$ cat src/hw/rtl/mss_pkg.sv
package mss_pkg;

  localparam int CELL_W     = 13;
  localparam int PRESS_W    = 16;
  localparam int TIME_W     = 32;
  localparam int PERIOD_W   = 16;
  localparam int MODE_W     = 4;
  localparam int CFG_IDX_W  = 3;
  localparam int CFG_DATA_W = 32;

  localparam int WINDOW_DEPTH_DEFAULT = 4;

  localparam logic [CELL_W-1:0] NOMINAL_CELL_MV = 13'd3800;

  // mission states
  localparam logic [MODE_W-1:0] M_START   = 4'd0;
  localparam logic [MODE_W-1:0] M_SURFACE = 4'd1;
  localparam logic [MODE_W-1:0] M_FLOAT   = 4'd2;
  localparam logic [MODE_W-1:0] M_DIVE    = 4'd3;
  localparam logic [MODE_W-1:0] M_BURN    = 4'd4;
  localparam logic [MODE_W-1:0] M_LPBURN  = 4'd5;
  localparam logic [MODE_W-1:0] M_RETR    = 4'd6;
  localparam logic [MODE_W-1:0] M_LPRETR  = 4'd7;
  localparam logic [MODE_W-1:0] M_ERROR   = 4'd8;

  // drive modes
  localparam logic [1:0] LED_BLINK     = 2'd0;
  localparam logic [1:0] LED_DIM       = 2'd1;
  localparam logic [1:0] LED_CUT       = 2'd2;
  localparam logic [1:0] GPS_OFF       = 2'd0;
  localparam logic [1:0] GPS_LOW_RATE  = 2'd1;
  localparam logic [1:0] GPS_HIGH_RATE = 2'd2;

  // configuration register indexes
  localparam logic [CFG_IDX_W-1:0] REG_BATTERY_ENABLED      = 3'd0;
  localparam logic [CFG_IDX_W-1:0] REG_PRESSURE_ENABLED     = 3'd1;
  localparam logic [CFG_IDX_W-1:0] REG_CELL_LOW_MV          = 3'd2;
  localparam logic [CFG_IDX_W-1:0] REG_DIVE_PRESSURE_RAW    = 3'd3;
  localparam logic [CFG_IDX_W-1:0] REG_SURFACE_PRESSURE_RAW = 3'd4;
  localparam logic [CFG_IDX_W-1:0] REG_BURN_DEADLINE_S      = 3'd5;
  localparam logic [CFG_IDX_W-1:0] REG_BURN_PERIOD_S        = 3'd6;

  typedef struct packed {
    logic [CELL_W-1:0]  cell_a_mv;
    logic [CELL_W-1:0]  cell_b_mv;
    logic               battery_fault;
    logic [PRESS_W-1:0] pressure_raw;
    logic [TIME_W-1:0]  now_s;
  } tick_t;

  typedef struct packed {
    logic [MODE_W-1:0] mission_state;
    logic              state_changed;
    logic              low_voltage;
    logic              battery_error;
    logic              wire_heat;
    logic [1:0]        led_mode;
    logic [1:0]        gps_mode;
    logic              satellite_enabled;
  } result_t;

  typedef struct packed {
    logic                battery_enabled;
    logic                pressure_enabled;
    logic [CELL_W-1:0]   cell_low_mv;
    logic [PRESS_W-1:0]  dive_pressure_raw;
    logic [PRESS_W-1:0]  surface_pressure_raw;
    logic [TIME_W-1:0]   burn_deadline_s;
    logic [PERIOD_W-1:0] burn_period_s;
  } cfg_t;

endpackage

$ cat src/hw/rtl/mss_tick_if.sv
interface mss_tick_if;
  import mss_pkg::*;

  logic  valid;
  logic  ready;
  tick_t data;

  modport source (output valid, output data, input ready);
  modport sink (input valid, input data, output ready);
endinterface

$ cat src/hw/rtl/mss_result_if.sv
interface mss_result_if;
  import mss_pkg::*;

  logic    valid;
  logic    ready;
  result_t data;

  modport source (output valid, output data, input ready);
  modport sink (input valid, input data, output ready);
endinterface

$ cat src/hw/rtl/mss_cell_lane.sv
module mss_cell_lane #(
  parameter int WINDOW_DEPTH = mss_pkg::WINDOW_DEPTH_DEFAULT
) (
  input  logic                      clk,
  input  logic                      rst,
  input  logic                      step,
  input  logic [mss_pkg::CELL_W-1:0] cell_mv,
  input  logic [mss_pkg::CELL_W-1:0] low_mv,
  output logic                      low
);
  import mss_pkg::*;

  localparam int SLOT_W = (WINDOW_DEPTH > 1) ? $clog2(WINDOW_DEPTH) : 1;
  localparam int SUM_W  = CELL_W + $clog2(WINDOW_DEPTH);
  localparam logic [SLOT_W-1:0] LAST_SLOT = SLOT_W'(WINDOW_DEPTH - 1);
  localparam logic [SUM_W-1:0]  DEPTH_C   = SUM_W'(WINDOW_DEPTH);
  localparam logic [SUM_W-1:0]  SUM_RESET = SUM_W'(int'(NOMINAL_CELL_MV) * WINDOW_DEPTH);
  localparam bit ONE_DEEP = (WINDOW_DEPTH == 1);

  logic [CELL_W-1:0]       mem [WINDOW_DEPTH];
  logic [WINDOW_DEPTH-1:0] written;
  logic [SLOT_W-1:0]       slot;
  logic [SLOT_W-1:0]       slot_next;
  logic [SUM_W-1:0]        sum;
  logic [SUM_W-1:0]        sum_next;
  logic [SUM_W-1:0]        limit;
  logic [CELL_W-1:0]       mem_rd;
  logic [CELL_W-1:0]       last_mv;
  logic                    rd_hit;
  logic [CELL_W-1:0]       oldest_mv;

  // the sample that leaves the window next was fetched on the previous step
  assign oldest_mv = !rd_hit ? NOMINAL_CELL_MV : (ONE_DEEP ? last_mv : mem_rd);
  assign slot_next = (slot == LAST_SLOT) ? '0 : slot + 1'b1;
  assign sum_next  = sum + SUM_W'(cell_mv) - SUM_W'(oldest_mv);
  assign limit     = SUM_W'(low_mv) * DEPTH_C;
  assign low       = sum_next < limit;

  always_ff @(posedge clk) begin
    if (step) begin
      mem[slot] <= cell_mv;
      mem_rd    <= mem[slot_next];
      last_mv   <= cell_mv;
    end
  end

  always_ff @(posedge clk) begin
    if (rst) begin
      slot    <= '0;
      written <= '0;
      sum     <= SUM_RESET;
      rd_hit  <= 1'b0;
    end else if (step) begin
      written[slot] <= 1'b1;
      slot          <= slot_next;
      sum           <= sum_next;
      // unwritten entries count as the nominal reset sample
      rd_hit        <= written[slot_next] || (slot_next == slot);
    end
  end

endmodule

$ cat src/hw/rtl/mss_mode_fsm.sv
module mss_mode_fsm (
  input  logic             clk,
  input  logic             rst,
  input  logic             step,
  input  mss_pkg::cfg_t    cfg,
  input  mss_pkg::tick_t   tick_in,
  input  logic             lane_low,
  output mss_pkg::result_t res
);
  import mss_pkg::*;

  logic [MODE_W-1:0] mode;
  logic [MODE_W-1:0] mode_next;
  logic              burn_begun;
  logic [1:0]        fault_run;
  logic [1:0]        fault_run_next;
  logic              lowv;
  logic              berr;
  logic              time_up;
  logic              deep;
  logic              shallow;
  logic [TIME_W:0]   elapsed;
  logic              burn_done;
  logic              burning;

  // only "two or more" matters, so the run saturates at two
  assign fault_run_next = !tick_in.battery_fault ? 2'd0 :
                          (fault_run == 2'd2) ? fault_run : fault_run + 2'd1;

  assign lowv = cfg.battery_enabled && lane_low;
  assign berr = cfg.battery_enabled && (fault_run_next == 2'd2);

  assign time_up = tick_in.now_s >= cfg.burn_deadline_s;
  assign deep    = cfg.pressure_enabled && (tick_in.pressure_raw >= cfg.dive_pressure_raw);
  assign shallow = !cfg.pressure_enabled ||
                   (tick_in.pressure_raw < cfg.surface_pressure_raw);

  // signed distance past the deadline; while now_s is behind it the burn never completes
  assign elapsed   = {1'b0, tick_in.now_s} - {1'b0, cfg.burn_deadline_s};
  assign burn_done = burn_begun && !elapsed[TIME_W] &&
                     (elapsed[TIME_W-1:0] > TIME_W'(cfg.burn_period_s));

  always_comb begin
    case (mode)
      M_START:   mode_next = M_SURFACE;
      M_SURFACE: begin
        if (lowv || berr)  mode_next = M_LPBURN;
        else if (time_up)  mode_next = M_BURN;
        else if (deep)     mode_next = M_DIVE;
        else               mode_next = M_SURFACE;
      end
      M_FLOAT: begin
        if (lowv || berr || time_up) mode_next = M_LPBURN;
        else if (deep)               mode_next = M_DIVE;
        else                         mode_next = M_SURFACE;
      end
      M_DIVE: begin
        if (lowv || berr)  mode_next = M_LPBURN;
        else if (time_up)  mode_next = M_BURN;
        else if (shallow)  mode_next = M_SURFACE;
        else               mode_next = M_DIVE;
      end
      M_BURN: begin
        if (lowv || berr)    mode_next = M_LPBURN;
        else if (burn_done)  mode_next = M_RETR;
        else                 mode_next = M_BURN;
      end
      M_LPBURN:  mode_next = burn_done ? M_LPRETR : M_LPBURN;
      M_RETR:    mode_next = (lowv || berr) ? M_LPRETR : M_RETR;
      M_LPRETR:  mode_next = M_LPRETR;
      M_ERROR:   mode_next = M_SURFACE;
      default:   mode_next = M_ERROR;
    endcase
  end

  assign burning = (mode_next == M_BURN) || (mode_next == M_LPBURN);

  always_comb begin
    res.mission_state     = mode_next;
    res.state_changed     = mode_next != mode;
    res.low_voltage       = lowv;
    res.battery_error     = berr;
    res.wire_heat         = burning;
    if (burning) begin
      res.led_mode = LED_CUT;
    end else if (mode_next == M_DIVE || mode_next == M_RETR || mode_next == M_LPRETR) begin
      res.led_mode = LED_DIM;
    end else begin
      res.led_mode = LED_BLINK;
    end
    if (mode_next == M_DIVE) begin
      res.gps_mode = GPS_OFF;
    end else if (mode_next == M_LPRETR) begin
      res.gps_mode = GPS_LOW_RATE;
    end else begin
      res.gps_mode = GPS_HIGH_RATE;
    end
    res.satellite_enabled = !(mode_next == M_SURFACE || mode_next == M_DIVE);
  end

  always_ff @(posedge clk) begin
    if (rst) begin
      mode       <= M_START;
      burn_begun <= 1'b0;
      fault_run  <= 2'd0;
    end else if (step) begin
      mode <= mode_next;
      if (burning) begin
        burn_begun <= 1'b1;
      end
      // battery tracking freezes while the battery is disabled
      if (cfg.battery_enabled) begin
        fault_run <= fault_run_next;
      end
    end
  end

  a_no_float: assert property (@(posedge clk) disable iff (rst)
    mode != M_FLOAT)
    else $error("floating state entered");

  a_burn_marks: assert property (@(posedge clk) disable iff (rst)
    (mode == M_BURN || mode == M_LPBURN) |-> burn_begun)
    else $error("burn state without burn_begun");

  a_lpretr_final: assert property (@(posedge clk) disable iff (rst)
    step && mode == M_LPRETR |=> mode == M_LPRETR)
    else $error("left low-power retrieve");

  a_fault_clear: assert property (@(posedge clk) disable iff (rst)
    step && cfg.battery_enabled && !tick_in.battery_fault |=> fault_run == 2'd0)
    else $error("fault run not cleared by a good sample");

endmodule

$ cat src/hw/rtl/mission_safety_sequencer.sv
// channel  dir  transaction / payload
// -------  ---  ------------------------------------------------------------
// tick     in   valid/ready; cell_a_mv, cell_b_mv, battery_fault,
//                pressure_raw, now_s
// result   out  valid/ready; mission_state, state_changed, low_voltage,
//                battery_error, wire_heat, led_mode, gps_mode, satellite_enabled
// cfg      in   cfg_we/cfg_addr/cfg_data, write only, taken every cycle
//
// One tick per cycle sustained while results are claimed; a tick's result appears
// in the output register in the cycle after acceptance. Both cell lanes and the
// mode step finish in the cycle a tick is accepted, so the next tick can
// follow at once. Reset is synchronous; window entries start from valid
// bits, so there is no clearing pass.
// tick.ready drops only while a result sits in the output register unclaimed.
module mission_safety_sequencer #(
  parameter int WINDOW_DEPTH = mss_pkg::WINDOW_DEPTH_DEFAULT
) (
  input  logic                          clk,
  input  logic                          rst,
  mss_tick_if.sink                      tick,
  mss_result_if.source                  result,
  input  logic                          cfg_we,
  input  logic [mss_pkg::CFG_IDX_W-1:0]  cfg_addr,
  input  logic [mss_pkg::CFG_DATA_W-1:0] cfg_data
);
  import mss_pkg::*;

  cfg_t    cfg;
  logic    accept;
  logic    lane_step;
  logic    low_a;
  logic    low_b;
  result_t res;

  assign tick.ready = !result.valid || result.ready;
  assign accept     = tick.valid && tick.ready;
  assign lane_step  = accept && cfg.battery_enabled;

  always_ff @(posedge clk) begin
    if (rst) begin
      cfg.battery_enabled      <= 1'b1;
      cfg.pressure_enabled     <= 1'b1;
      cfg.cell_low_mv          <= 13'd3300;
      cfg.dive_pressure_raw    <= 16'hFFFF;
      cfg.surface_pressure_raw <= 16'd0;
      cfg.burn_deadline_s      <= 32'd14400;
      cfg.burn_period_s        <= 16'd1200;
    end else if (cfg_we) begin
      case (cfg_addr)
        REG_BATTERY_ENABLED:      cfg.battery_enabled      <= cfg_data[0];
        REG_PRESSURE_ENABLED:     cfg.pressure_enabled     <= cfg_data[0];
        REG_CELL_LOW_MV:          cfg.cell_low_mv          <= cfg_data[CELL_W-1:0];
        REG_DIVE_PRESSURE_RAW:    cfg.dive_pressure_raw    <= cfg_data[PRESS_W-1:0];
        REG_SURFACE_PRESSURE_RAW: cfg.surface_pressure_raw <= cfg_data[PRESS_W-1:0];
        REG_BURN_DEADLINE_S:      cfg.burn_deadline_s      <= cfg_data[TIME_W-1:0];
        REG_BURN_PERIOD_S:        cfg.burn_period_s        <= cfg_data[PERIOD_W-1:0];
        default: ;
      endcase
    end
  end

  mss_cell_lane #(.WINDOW_DEPTH(WINDOW_DEPTH)) u_lane_a (
    .clk     (clk),
    .rst     (rst),
    .step    (lane_step),
    .cell_mv (tick.data.cell_a_mv),
    .low_mv  (cfg.cell_low_mv),
    .low     (low_a)
  );

  mss_cell_lane #(.WINDOW_DEPTH(WINDOW_DEPTH)) u_lane_b (
    .clk     (clk),
    .rst     (rst),
    .step    (lane_step),
    .cell_mv (tick.data.cell_b_mv),
    .low_mv  (cfg.cell_low_mv),
    .low     (low_b)
  );

  mss_mode_fsm u_fsm (
    .clk      (clk),
    .rst      (rst),
    .step     (accept),
    .cfg      (cfg),
    .tick_in  (tick.data),
    .lane_low (low_a || low_b),
    .res      (res)
  );

  always_ff @(posedge clk) begin
    if (rst) begin
      result.valid <= 1'b0;
    end else if (accept) begin
      result.valid <= 1'b1;
    end else if (result.ready) begin
      result.valid <= 1'b0;
    end
  end

  always_ff @(posedge clk) begin
    if (accept) begin
      result.data <= res;
    end
  end

  a_accept_shows: assert property (@(posedge clk) disable iff (rst)
    accept |=> result.valid)
    else $error("accepted tick produced no result");

  a_stall_cause: assert property (@(posedge clk) disable iff (rst)
    !tick.ready |-> (result.valid && !result.ready))
    else $error("input stalled without a pending result");

  a_drain: assert property (@(posedge clk) disable iff (rst)
    (result.valid && result.ready && !accept) |=> !result.valid)
    else $error("result repeated after transaction");

endmodule
$ cat src/flat_wrapper.sv
// flat-port wrapper written by rule: the top's interface ports become plain ports
module mission_safety_sequencer_flat import mss_pkg::*;
#(
  parameter int WINDOW_DEPTH = mss_pkg::WINDOW_DEPTH_DEFAULT
)
  (clk, rst, cfg_we, cfg_addr, cfg_data, tick_valid, tick_data, tick_ready, result_valid, result_data, result_ready);
  mss_tick_if tick_i ();
  mss_result_if result_i ();
  input  logic clk;
  input  logic rst;
  input  logic cfg_we;
  input  logic [mss_pkg::CFG_IDX_W-1:0] cfg_addr;
  input  logic [mss_pkg::CFG_DATA_W-1:0] cfg_data;
  input wire logic [$bits(tick_i.valid)-1:0] tick_valid;
  input wire logic [$bits(tick_i.data)-1:0] tick_data;
  output wire logic [$bits(tick_i.ready)-1:0] tick_ready;
  output wire logic [$bits(result_i.valid)-1:0] result_valid;
  output wire logic [$bits(result_i.data)-1:0] result_data;
  input wire logic [$bits(result_i.ready)-1:0] result_ready;
  assign tick_i.valid = tick_valid;
  assign tick_i.data = tick_data;
  assign tick_ready = tick_i.ready;
  assign result_valid = result_i.valid;
  assign result_data = result_i.data;
  assign result_i.ready = result_ready;
  mission_safety_sequencer #(.WINDOW_DEPTH(WINDOW_DEPTH)) u_core (.clk(clk), .rst(rst), .tick(tick_i), .result(result_i), .cfg_we(cfg_we), .cfg_addr(cfg_addr), .cfg_data(cfg_data));
endmodule
$ cat config.mk
export PLATFORM = sky130hd
export DESIGN_NAME = mission_safety_sequencer_flat
export DESIGN_NICKNAME = d
export VERILOG_FILES = /design/src/hw/rtl/mss_pkg.sv /design/src/hw/rtl/mss_tick_if.sv /design/src/hw/rtl/mss_result_if.sv /design/src/hw/rtl/mss_cell_lane.sv /design/src/hw/rtl/mss_mode_fsm.sv /design/src/hw/rtl/mission_safety_sequencer.sv /design/src/flat_wrapper.sv
export SDC_FILE = /design/constraint.sdc
export NUM_CORES = 1
export LEC_CHECK = 0
export ABC_AREA = 1
export BUFFER_PORTS_ARGS = -buffer_cell sky130_fd_sc_hd__buf_2
export CORE_ASPECT_RATIO = 0.75
export CORE_MARGIN = 2
export CORE_UTILIZATION = 45
export DETAILED_ROUTE_END_ITERATION = 8
export PLACE_DENSITY = 0.65
export SLEW_MARGIN = 15
export SYNTH_ARGS = -nofsm -noshare
export SYNTH_HDL_FRONTEND = slang
export SYNTH_SLANG_ARGS = --single-unit
$ cat constraint.sdc
create_clock -name clk -period 4.7 [get_ports clk]
set_input_delay 0.47 -clock clk [delete_from_list [all_inputs] [get_ports clk]]
set_output_delay 0.47 -clock clk [all_outputs]
set_load 0.005 [all_outputs]
## Word-level counts from Yosys, hierarchy flattened

Memories as Yosys holds them, arrays and structs flattened. A register that Yosys moved wholly into a read port is not among the register bits.
Index checks and enable logic that the tools add are counted.

- Add/subtract/negate cells: 8
- Magnitude comparators: 12
- Equality and inequality tests: 27
- Muxes and demuxes: 32
- Bitwise gates (word level): 2
- Reductions and logical operators: 37

Operators with widths:

| operator | number |
|---|---|
| $sub 32x32->33 | 1 |
| $eq 4x3->1 const B | 8 |
| $ge 32x32->1 | 1 |
| $gt 32x16->1 | 1 |
| $pmux 4 s8 | 1 |
| $add 15x13->15 | 2 |
| $lt 15x15->1 | 2 |
| $sub 15x13->15 | 2 |
| $mux 13 | 2 |
| $mux 2 | 10 |
| $reduce_and 2->1 | 9 |
| $ge 16x16->1 | 1 |
| $lt 16x16->1 | 1 |
| $eq 4x2->1 const B | 3 |
| $lt 2x3->1 const B | 4 |
| $mux 3 | 4 |
| $logic_or 1x1->1 | 11 |
| $mux 1 | 10 |
| $eq 3x3->1 const B | 3 |
| $logic_and 1x1->1 | 9 |
| $eq 2x2->1 const B | 4 |
| $eq 4x1->1 const B | 2 |
| $or 4x4->4 | 2 |
| $add 2x1->2 const B | 3 |
| other kinds (14) | 22 |

- Bits in registers: 160
- RAM bits: 104
- Bits of input ports: 115
- Output and inout port bits: 15
- Word-level logic and storage cells: 147
- Memories: 2

Memories:

| name | depth | width | rd ports | clocked after Yosys merged registers in | wr ports | RTL line | source |
|---|---|---|---|---|---|---|---|
| u_core.u_lane_a.mem | 4 | 13 | 1 | 1 | 1 | mss_cell_lane.sv:20 | `logic [CELL_W-1:0] mem [WINDOW_DEPTH];` |
| u_core.u_lane_b.mem | 4 | 13 | 1 | 1 | 1 | mss_cell_lane.sv:20 |  |

## Logic depth before layout (Yosys ltp)

- Depth after elaboration: 13
- Depth in mapped cells: 33
- Mapped depth without buffers: 32

## By module

A second synthesis with hierarchy kept.

- Cell total of the unflattened synthesis: 2453
- Area total of the unflattened synthesis: 18256.3 um^2

Modules (own cells, without submodules):

| module | times used | cells an instance | area each (um^2) |
|---|---|---|---|
| mss_cell_lane (u_core.u_lane_b) | 1 | 521 | 4767.1 |
| mss_cell_lane (u_core.u_lane_a) | 1 | 512 | 4752.1 |
| mss_mode_fsm | 1 | 868 | 4563.1 |
| mission_safety_sequencer | 1 | 552 | 4174.0 |

## Worst setup path after synthesis

Ideal clock, no wire load.

- Kind: register to register
- From: reg u_core.u_lane_b.rd_hit
- To: reg, netlist name u_core.result.data[8]
- Library setup time: 260 ps
- Arrival time: 4066 ps
- Data required time: 4440 ps
- Path slack: 375 ps
- Stages on the path, launching flop included: 32
- Cells stage by stage: dfxtp_1 inv_1 or2_2 fa_1 inv_1 ha_1 nand2_1 nor3_1 nand2_1 o211ai_1 a21boi_1 o21ai_0 nand2_1 nand2_1 a21oi_1 xor2_1 ha_1 nand2_1 inv_1 nand3_1 nor3_1 nand2_1 nand2_1 nand2_1 nand2_1 nand2_1 o21ai_0 nand2_1 nand2_1 nand3_1 nor2_1 nand3_1

RTL lines:

| element | RTL line | source |
|---|---|---|
| start, declared | mss_cell_lane.sv:29 | `logic rd_hit;` |
| start signal, assigned | mss_cell_lane.sv:58 | `rd_hit <= written[slot_next] \|\| (slot_next == slot);` |

==> results.yml <==
drt:
  vias: 13878
  drt_iter0_drc: 1021
  drc: 0
  routed_via_density: 5.04
  ant_nets: 0
  wl_per_cell_um: 15.7
  dr.pass1.iters: 6
  drt-total-wl_mm: 43.2
global_route:
  grtUsageTotal_pct: 21.6
  grt_antenna_before_repair: 0
  grt_pass1_vias: 12495
  overflow: 0
  grt_pass1_wl_mm: 67.2
  grt_max_degree: 108
worst_setup_path:
  end_kind: "flip-flop"
  cpMostUsedCell: "nand2_1"
  crit_required_ps: 5030
  worstSetupPathType: "flip-flop to flip-flop"
  arrival_ps: 4690
  crit_path_start: "u_core.u_lane_b.rd_hit"
  cpMaxStageDelayCell: "fa_1"
  start_kind: "flip-flop"
  r2r-start: "u_core.u_lane_b.rd_hit"
  critPathMaxStageDelay_ps: 490
  crit_path_max_fanout: 5
cts:
  cts_hold_buf: 0
  clockRootBuffer: "clkbuf_16"
  cts_buffer_depth: 3
  cts_htree_levels: 1
  clk_transition_reported_paths_ps: 60
  cts_buffers: 31
  clock-sinks: 290
  cts_tree: "yes"
  clk_latency_ps: 580
yosys:
  ys_seq_area_share_pct: 42.8
  synth_nets: 2374
  synthCells: 2090
  synth_area_um2: 16900
  synth_seq_cells: 290
  ys_warn_count: 0
  ys_types: 43
  avgSynthCellArea_um2: 8.08
cells_and_area:
  num-fill-cells: 3490
  final_common_cell: "nand2_1"
  syn2layout_area_growth_pct: 14.1
  layout.nets: 2506
  mostFrequentLayoutCells: "411 x nand2_1, 381 x inv_1, 181 x a21oi_1, 166 x o21ai_0, 157 x nor2_1"
  drive_above_1_share_pct: 12.0
  antenna_cells: 0
floorplanning:
  core-area_um2: 37000
  dieArea_um2: 39100
  die_x_um: 228
  start_util_pct: 45.6
  num_io_pins: 130
  rows: 61
  die_h_um: 172
placement:
  place.gp.congestion: 0.946
  hpwl_mm: 32.1
  port_buffers: 129
flow_run:
  drv_cap: 0
pwr:
  leakage_nw: 9.08
  pwr_density_cell_nw_per_um2: 421
  max-vdd-ir-drop_mv: 0.344
  power_mw: 8.13
sta:
  min_period_ps: 4360
  finalCritPeriodShare_pct: 92.8
  setup_viol: 0
  slew_headroom_pct: 25.0
  grt_setup_unrepaired: "true"
  finClkSkew_ps: 20.0
  hold_violations: 0
  slew_violations: 0
  fmax_ghz: 0.229
  timing.hold.ws_ps: 131
  worstMarginPinSlew_ps: 1130
min_path:
  worst_hold_startpoint: "tick_data[54]"
  min_path_type: "input port to flip-flop"
outcome:
  status: "finished clean"
[cells by family after synthesis]
logic type | synth area share [%]
adder cells (fa/ha/maj) | 13.7
flip-flops | 42.8
AO/OA/AOI/OAI | 14.6
buffers and inverters | 10.0
AND/OR/NAND/NOR | 16.9
XOR/XNOR | 1.97
[where the power goes]
group	switching [mW]	total, mW	internal, mW	leakage (nW)
logic	1.65	2.67	1.01	6.05
clock network	1.03	2.49	1.45	0.499
registers	0.0916	2.97	2.88	2.53
[flip-flops by register name, indices dropped and copies added (netlist names)]
| name | cells |
|---|---|
| u_core.result.data | 13 |
| u_core.u_fsm.mode | 4 |
| u_core.u_lane_b.mem | 52 |
| u_core.u_lane_b.sum | 15 |
| u_core.u_lane_b.slot | 2 |
| u_core.u_fsm.fault_run | 2 |
| u_core.u_lane_a.slot | 2 |
| u_core.result.valid | 1 |
| u_core.u_lane_a.mem | 52 |
| u_core.u_lane_a.mem_rd | 13 |
| u_core.u_lane_a.written | 4 |
| u_core.u_lane_b.rd_hit | 1 |
| u_core.u_lane_a.rd_hit | 1 |
| u_core.cfg | 95 |
| u_core.u_lane_b.mem_rd | 13 |
| u_core.u_fsm.burn_begun | 1 |
| u_core.u_lane_b.written | 4 |
| u_core.u_lane_a.sum | 15 |
[metal layers]
metal | vias to the layer above | wire length, um | track usage, %
li1 | 7081 | - | -
met1 | 6395 | 22500 | 33.9
met2 | 360 | 17500 | 31.6
met3 | 42 | 2500 | 2.87
met4 | 0 | 629 | 3.69
met5 | - | 0 | 0
[layout make-up]
type | count | area [um2] | share of cell area [%]
tap | 504 | 631 | 3.27
inverter | 395 | 1480 | 7.70
timing repair buffer | 154 | 833 | 4.32
multi-input combinational | 1350 | 8070 | 41.9
clock inverter | 18 | 208 | 1.08
sequential | 290 | 7240 | 37.5
clock buffer | 40 | 820 | 4.25
[worst max-delay path, delay by kind of cell, from the launching register on]
kind                     cells  cell delay, ps
AND/OR/NAND/NOR             19            1780
adder cells (fa/ha/maj)      3            1070
AO/OA/AOI/OAI                5             580
flip-flops                   1             340
buffers and inverters        3             180
XOR/XNOR                     1             180
[final timing paths]
kind                                    end  slack, ps  cells after the start
hold / removal    u_core.u_lane_b.mem[2][5]        130                      1
setup reg to reg      u_core.result.data[8]        340                     31
hold reg to reg              u_core.cfg[58]        460                      2
setup / recovery      u_core.result.data[8]        340                     31
[per-stage QoR]
| step | area, um2 | setup TNS (ps) | setup WS (ps) | cells | util [%] |
|---|---|---|---|---|---|
| 2_1_floorplan | 16900 | 0 | 375 | 2090 | - |
| 3_3_place_gp | 18100 | 0 | 88.3 | 2690 | 49.0 |
| 3_5_place_dp | 18100 | -122 | -61.4 | 2690 | 49.0 |
| 4_1_cts | 19200 | 0 | 68.4 | 2748 | 51.8 |
| 5_1_grt | 19300 | -155 | -47.9 | 2751 | 52.1 |
| 6_report | 19300 | 0 | 337 | 2751 | 52.1 |
[what timing repair did]
item,4_1_cts,5_1_grt
gates resized for setup,0,22
setup buffers,0,3
setup endpoints to repair,0,14
[Yosys cell counts (all sizes together)]
master | instances | area (um2)
a21boi | 3 | 22.5
nor3b | 1 | 7.51
ha | 142 | 1780
o211ai | 42 | 315
and2 | 1 | 6.26
clkbuf | 54 | 203
clkinv | 3 | 11.3
edfxtp | 143 | 4290
nand4 | 11 | 68.8
o22ai | 27 | 169
a21oi | 182 | 922
nand3b | 2 | 15.0
nor2 | 168 | 651
o21bai | 9 | 67.6
xnor2 | 4 | 35.0
a221oi | 1 | 8.76
buf | 1 | 3.75
or2 | 6 | 40.0
nor4 | 1 | 6.26
xor2 | 34 | 298
o221a | 1 | 11.3
a211oi | 2 | 15.0
inv | 392 | 1470
o21a | 4 | 30.0
o21ai | 174 | 875
nor3 | 16 | 95.1
fa | 27 | 541
dfxtp | 147 | 2940
nand2 | 429 | 1660
nand3 | 60 | 305
a311o | 1 | 10.0
o2111ai | 2 | 17.5
Note: power is estimated with default switching activity, not from simulation.
